**config.mk**
```make
export PLATFORM = sky130hd
export DESIGN_NAME = pioj_ctrl
export DESIGN_NICKNAME = d
export VERILOG_FILES = /design/src/sv/pioj_pkg.sv /design/src/sv/pioj_ctrl.sv
export SDC_FILE = /design/constraint.sdc
export NUM_CORES = 1
export LEC_CHECK = 0
export BUFFER_PORTS_ARGS = -buffer_cell sky130_fd_sc_hd__buf_2
export CAP_MARGIN = 20
export CORE_AREA = 8 8 45 47
export DETAILED_ROUTE_END_ITERATION = 12
export DIE_AREA = 0 0 53 55
export REMOVE_ABC_BUFFERS = 1
export SKIP_CTS_REPAIR_TIMING = 1
export SYNTH_ARGS = -nofsm -noshare
export SYNTH_HDL_FRONTEND = slang
export SYNTH_SLANG_ARGS = --single-unit
```
**constraint.sdc**
```tcl
create_clock -name i_clk -period 1.8 [get_ports i_clk]
set_input_delay 0.18 -clock i_clk [delete_from_list [all_inputs] [get_ports i_clk]]
set_output_delay 0.18 -clock i_clk [all_outputs]
set_load 0.02 [all_outputs]
```
**src/sv/pioj_pkg.sv**
```systemverilog
// Shared types and constants for the padded interval overlap join.
// No dependencies; imported by pioj_ctrl, pioj_dp and the top level.
package pioj_pkg;

    localparam int TABLE_DEPTH_DEF = 64;
    localparam logic [15:0] PAD_RESET = 16'd50;

    localparam logic [1:0] ACT_LOAD  = 2'd0;
    localparam logic [1:0] ACT_QUERY = 2'd1;
    localparam logic [1:0] ACT_CLEAR = 2'd2;

    typedef struct packed {
        logic [7:0]         chrom;
        logic signed [29:0] s;
        logic signed [29:0] e;
        logic [15:0]        tag;
    } t_entry;

    typedef struct packed {
        logic               last;
        logic [15:0]        stag;
        logic signed [29:0] se;
        logic signed [29:0] ss;
        logic               matched;
        logic [15:0]        qtag;
        logic signed [29:0] qe;
        logic signed [29:0] qs;
    } t_res;

    typedef struct packed {
        logic wr;
        logic clr;
        logic qry;
        logic scan;
        logic fin;
    } t_cmd;

    typedef struct packed {
        logic done;
        logic out_free;
    } t_sts;

endpackage

```
**src/sv/pioj_ctrl.sv**
```systemverilog
// Sequencer for the interval join: decodes actions, runs the table scan and
// the final result. Depends on pioj_pkg.
module pioj_ctrl import pioj_pkg::*; (
    input  logic       i_clk,
    input  logic       i_rst_n,
    input  logic       i_valid,
    input  logic [1:0] i_action,
    input  t_sts       i_sts,
    output logic       o_ready,
    output t_cmd       o_cmd
);

    typedef enum logic [1:0] {
        ST_IDLE,
        ST_SCAN,
        ST_FIN
    } t_state;

    t_state r_state, n_state;
    logic   r_rdy, n_rdy;

    always_comb begin
        n_state = r_state;
        o_cmd   = '0;
        case (r_state)
            ST_IDLE: begin
                if (i_valid) begin
                    case (i_action)
                        ACT_LOAD:  o_cmd.wr = 1'b1;
                        ACT_CLEAR: o_cmd.clr = 1'b1;
                        ACT_QUERY: begin
                            o_cmd.qry = 1'b1;
                            n_state   = ST_SCAN;
                        end
                        default: ;
                    endcase
                end
            end
            ST_SCAN: begin
                o_cmd.scan = 1'b1;
                if (i_sts.done) begin
                    n_state = ST_FIN;
                end
            end
            ST_FIN: begin
                if (i_sts.out_free) begin
                    o_cmd.fin = 1'b1;
                    n_state   = ST_IDLE;
                end
            end
            default: n_state = ST_IDLE;
        endcase
        n_rdy = (n_state == ST_IDLE);
    end

    always_ff @(posedge i_clk) begin
        if (!i_rst_n) begin
            r_state <= ST_IDLE;
            r_rdy   <= 1'b1;
        end else begin
            r_state <= n_state;
            r_rdy   <= n_rdy;
        end
    end

    assign o_ready = r_rdy;

endmodule

```
==> results.txt, run 1 <==
outcome: completed
Hold Violations, Final: 0
Reg area: 60.1 um^2
sequential fraction of design power: 32.1%
Clock Latency Late Sink: 230 ps
WHS Path Cells: 2
combinational share of power: 15.4%
I/O pin cnt: 13
Iter 0 DRT Violations: 0
most frequent cells in the layout: buf_2 (12), clkbuf_4 (3), dfxtp_1 (3)
CP max FO: 6
relative slew slack: 88.3%
M1 GR Usage: 4.40%
LEAKAGE: 0.124 nW
Synth cell types: 12
clock network power share: 52.4%
Reg2Reg Depth: 3
post-synthesis cell count: 17
port bufs: 12
synthesized flop and latch total: 3
pin count of the biggest net entering global routing: 7
Clock Path Buffers: 2
Max Cap Viol: 0
hold_ws: 206 ps
Detail Placement HPWL: 381 um
Synth Area per Inst: 9.94 um^2
Tcrit/Tclk final: 86.8%
hold_sp: i_action[1]
highest clock rate: 0.640 GHz
clk slew on worst S/H paths: 40 ps
fin. max-slew vios: 0
largest area contributor in the netlist: dfxtp_1
top post-synthesis cells by area: dfxtp_1 (36%), o31ai_4 (13%), nor3b_1 (8.9%)
post-route cell area: 275 um^2
R2R Path Start: r_state[0]$_SDFF_PN0_
GR Util met3: 3.74%
hold endpoint: r_state[0]$_SDFF_PN0_
Crit path required time: 1620 ps
first-pass GRT wire length: 814 um
kind of critical path: register to output port
leading cell type in the layout, fill and taps excluded: buf_2
drt total wl: 461 um
final setup fails: 0
die width: 53 um
final net count: 41
final critical-path required period: 1560 ps
post-synth top area share: 35.6%
Worst path slowest cell: or3b_4
Total GRT Usage: 4.48%
Top Usage Layer GRT: met4
RSZ-0062 raised after global routing: no
CP cell instances: or3b_4 -> nor3b_1 -> buf_2
TritonCTS Buffers: 3
initial antenna violation count: 0
Placed Area: 249 um^2
vias per inst: 3.71
CTS tree: built
row cnt: 14
Internal: 168 uW
Residual DRC: 0
# fillers: 163
die height: 55 um
Die ar.: 2920 um^2
Critical Path Max Stage Delay: 440 ps
Worst-Margin Slew: 175 ps
Reg2Reg Setup Slack: 620 ps
met2 Track Usage GR: 4.69%
Final TNS setup: 0 ps
Sw Ratio: 24.2%
share of cells above drive strength 1: 51.5%
pwr/cell area: 806 nW/um^2
Power, Total: 222 uW
Hold Crit Class: input pin to register
final worst clock skew: 0.145 ps
area of the core: 1380 um^2
Yosys warnings: 0
CP Launch Type: register
initial core utilization: 12.2%
clock net sink count: 3
synthesis-to-layout area growth: 63.0%
number of global-route vias before repair: 191
H-tree Lvls: 1
sequential cell area fraction in the yosys report: 35.6%
Overflow after GRT: 0
Antenna Cells: 0
Wirelength per Cell: 9.41 um
R2R Path End: o_ready$_SDFF_PN1_
area of the multi-input gates: 109 um^2
drt first pass iters: 1
crit path capture type: output port
peak supply drop: 0.142 mV
root buffer cell: clkbuf_4
Routability Congestion: 0.644
Worst EP arrival: 1380 ps
vias: 182
switching power: 53.8 uW
mapped cell area: 169 um^2
post-route ant nets: 0
worst max path at each step:
stage / from / endpoint / slack (ps)
2_1_floorplan: r_state[0]$_SDFF_PN0_ / o_cmd[3] / 320
3_3_place_gp: r_state[0]$_SDFF_PN0_ / o_cmd[3] / 480
3_5_place_dp: r_state[0]$_SDFF_PN0_ / o_cmd[3] / 470
4_1_cts: r_state[0]$_SDFF_PN0_ / o_cmd[3] / 210
5_1_grt: r_state[0]$_SDFF_PN0_ / o_cmd[3] / 120
6_report: r_state[0]$_SDFF_PN0_ / o_cmd[3] / 240
area by class of cell:
type,instances,area share [%]
Sequential cell,3,21.8
Timing Repair Buffer,12,21.8
Tap cell,16,7.27
Clock buffer,4,9.55
Multi-Input combinational cell,14,39.5
stage by stage:
step	util, %	std cells	setup WS, ps
2_1_floorplan	-	17	321
3_3_place_gp	18.0	45	477
3_5_place_dp	18.0	45	473
4_1_cts	19.9	49	212
5_1_grt	19.9	49	123
6_report	19.9	49	238
layer usage:
layer	wire, um	vias to the layer above
met4	23	0
li1	-	95
met3	50	2
met5	0	-
met1	218	74
met2	169	11
registers in the layout, indices dropped and copies added, names as in the netlist:
name,cells
r_state,2
o_ready,1
logic make-up after synthesis:
kind of cell | share of synthesized area, %
simple gates | 47.4
compound gates | 17.0
flops | 35.6
worst max-delay path, delay by kind of cell (launching register included):
family / cells / cell delay, ps
buffers and inverters: 1 / 190
and+or+nand+nor: 2 / 630
DFF: 1 / 330
power groups by stage:
stage | logic [mW] | clock network, mW | registers, mW
2_1_floorplan | 0.0179 | 0 | 0.0737
3_3_place_gp | 0.0345 | 0 | 0.0723
3_5_place_dp | 0.0349 | 0 | 0.0724
4_1_cts | 0.0351 | 0.125 | 0.0713
5_1_grt | 0.0382 | 0.141 | 0.0716
6_report | 0.0343 | 0.116 | 0.0713
Yosys cell counts:
master    number
nor3_1         1
or4bb_1        1
nand3b_1       1
or3b_4         1
nor2_1         2
or3b_1         1
nand2_1        2
nor3b_1        2
nor2b_1        1
dfxtp_1        3
o31ai_4        1
a21boi_1       1
(Power assumes the default switching activity.)
==> run 2: changes to the inputs <==
--- a/config.mk
+++ b/config.mk
@@ -8,6 +8,7 @@
 export BUFFER_PORTS_ARGS = -buffer_cell sky130_fd_sc_hd__buf_2
 export CAP_MARGIN = 20
 export CORE_AREA = 8 8 45 47
+export CTS_BUF_LIST = sky130_fd_sc_hd__clkbuf_4 sky130_fd_sc_hd__clkbuf_8
 export DETAILED_ROUTE_END_ITERATION = 12
 export DIE_AREA = 0 0 53 55
 export REMOVE_ABC_BUFFERS = 1
==> run 2 against run 1 <==
  * Total power is 7.1% higher
  * Combinational power barely moved
  * Via count is 0.55% lower
  * Count of clock-buffer cells in the layout unchanged
  * Register-to-register slack barely moved
  * Utilization up 0.27 points
  * Final area increased by 1.4%
  * Global-route usage increased by 0.11 points
  * Critical path depth unchanged
  * Sequential share of layout area decreased by 0.29 points
  * Critical path type unchanged
  * Critical endpoint unchanged
==> results.txt, run 2 (synthesized netlist as in run 1, its figures left out) <==
Internal: 183 uW
Wirelength per Cell: 9.49 um
drt first pass iters: 1
peak supply drop: 0.143 mV
Antenna Cells: 0
port bufs: 12
number of global-route vias before repair: 187
fin cells: 49
fin. max-slew vios: 0
most frequent cells in the layout: buf_2 (12), clkbuf_4 (4), dfxtp_1 (3)
LEAKAGE: 0.127 nW
RSZ-0062 raised after global routing: no
CP Launch Type: register
Detail Placement HPWL: 381 um
crit path capture type: output port
Residual DRC: 0
post-route ant nets: 0
synthesis-to-layout area growth: 65.2%
Clock Path Buffers: 2
final worst slack: 238 ps
Iter 0 DRT Violations: 0
vias: 181
Biggest register: r_state
TritonCTS Buffers: 3
final setup fails: 0
combinational share of power: 14.4%
final net count: 41
I/O pin cnt: 13
relative slew slack: 88.3%
pin count of the biggest net entering global routing: 7
initial antenna violation count: 0
Overflow after GRT: 0
share of cells above drive strength 1: 54.5%
die height: 55 um
Routability Congestion: 0.644
clock network power share: 55.6%
initial core utilization: 12.2%
Crit path required time: 1620 ps
Tcrit/Tclk final: 86.8%
Reg area: 60.1 um^2
final worst clock skew: 0.882 ps
Final TNS setup: 0 ps
Die ar.: 2920 um^2
leading cell type in the layout, fill and taps excluded: buf_2
clock net sink count: 3
Total GRT Usage: 4.59%
row cnt: 14
vias per inst: 3.69
drt total wl: 465 um
Inst Count DP: 45
Largest register FFs: 2
# fillers: 162
Worst EP arrival: 1380 ps
switching power: 54.5 uW
outcome: completed
highest clock rate: 0.640 GHz
Placed Area: 249 um^2
CTS tree: built
area of the multi-input gates: 109 um^2
post-route cell area: 279 um^2
sequential fraction of design power: 30.0%
kind of critical path: register to output port
Hold Violations, Final: 0
Sw Ratio: 22.9%
clk slew on worst S/H paths: 40 ps
CP max FO: 6
Clock Latency Late Sink: 230 ps
Max Cap Viol: 0
Hold Crit Class: input pin to register
Worst path slowest cell: or3b_4
area of the core: 1380 um^2
CP cell instances: or3b_4 -> nor3b_1 -> buf_2
root buffer cell: clkbuf_4
Setup WS pre-CTS: 473 ps
pwr/cell area: 852 nW/um^2
first-pass GRT wire length: 807 um
Critical Path Max Stage Delay: 440 ps
Worst-Margin Slew: 175 ps
H-tree Lvls: 1
die width: 53 um
final critical-path required period: 1560 ps
==> run 2: area by class of cell <==
cell class                 instances  share of cell area (%)
multi-input combinational         14                    39.0
sequential                         3                    21.5
timing repair buffer              12                    21.5
clock buffer                       4                    10.8
tap                               16                    7.17
==> run 2: final timing paths <==
kind	from	end	slack (ps)	cells after the start
setup / recovery	r_state[0]$_SDFF_PN0_	o_cmd[3]	240	3
hold / removal	i_action[1]	r_state[0]$_SDFF_PN0_	210	2
setup reg to reg	r_state[0]$_SDFF_PN0_	o_ready$_SDFF_PN1_	620	3
hold reg to reg	r_state[0]$_SDFF_PN0_	r_state[1]$_SDFF_PN0_	560	2
==> run 2: through the flow <==
step,hold slack [ps],total power [mW],util (%)
floorplan,285,0.0916,-
global placement,442,0.107,18.0
detailed placement,445,0.107,18.0
CTS,195,0.247,20.2
global route,193,0.267,20.2
finish,205,0.238,20.2
==> run 2: per-layer routing <==
layer | vias to the layer above | track usage [%] | share of wire (%)
met4 | 0 | 7.76 | 4.9
met5 | - | 0 | 0
met2 | 11 | 4.49 | 37
met1 | 74 | 4.40 | 47
met3 | 2 | 3.74 | 11
li1 | 94 | - | -
==> run 2: power by group through the flow <==
stage / logic (mW) / registers, mW / clock network, mW
3_3_place_gp: 0.0345 / 0.0723 / 0
6_report: 0.0343 / 0.0713 / 0.132
3_5_place_dp: 0.0349 / 0.0724 / 0
4_1_cts: 0.0351 / 0.0713 / 0.141
5_1_grt: 0.0382 / 0.0716 / 0.157
2_1_floorplan: 0.0179 / 0.0737 / 0
==> run 2: critical path: cells and delay by family (launching register included) <==
family	cells	cell delay, ps
buf+inv	1	190
flops	1	330
simple gates	2	630
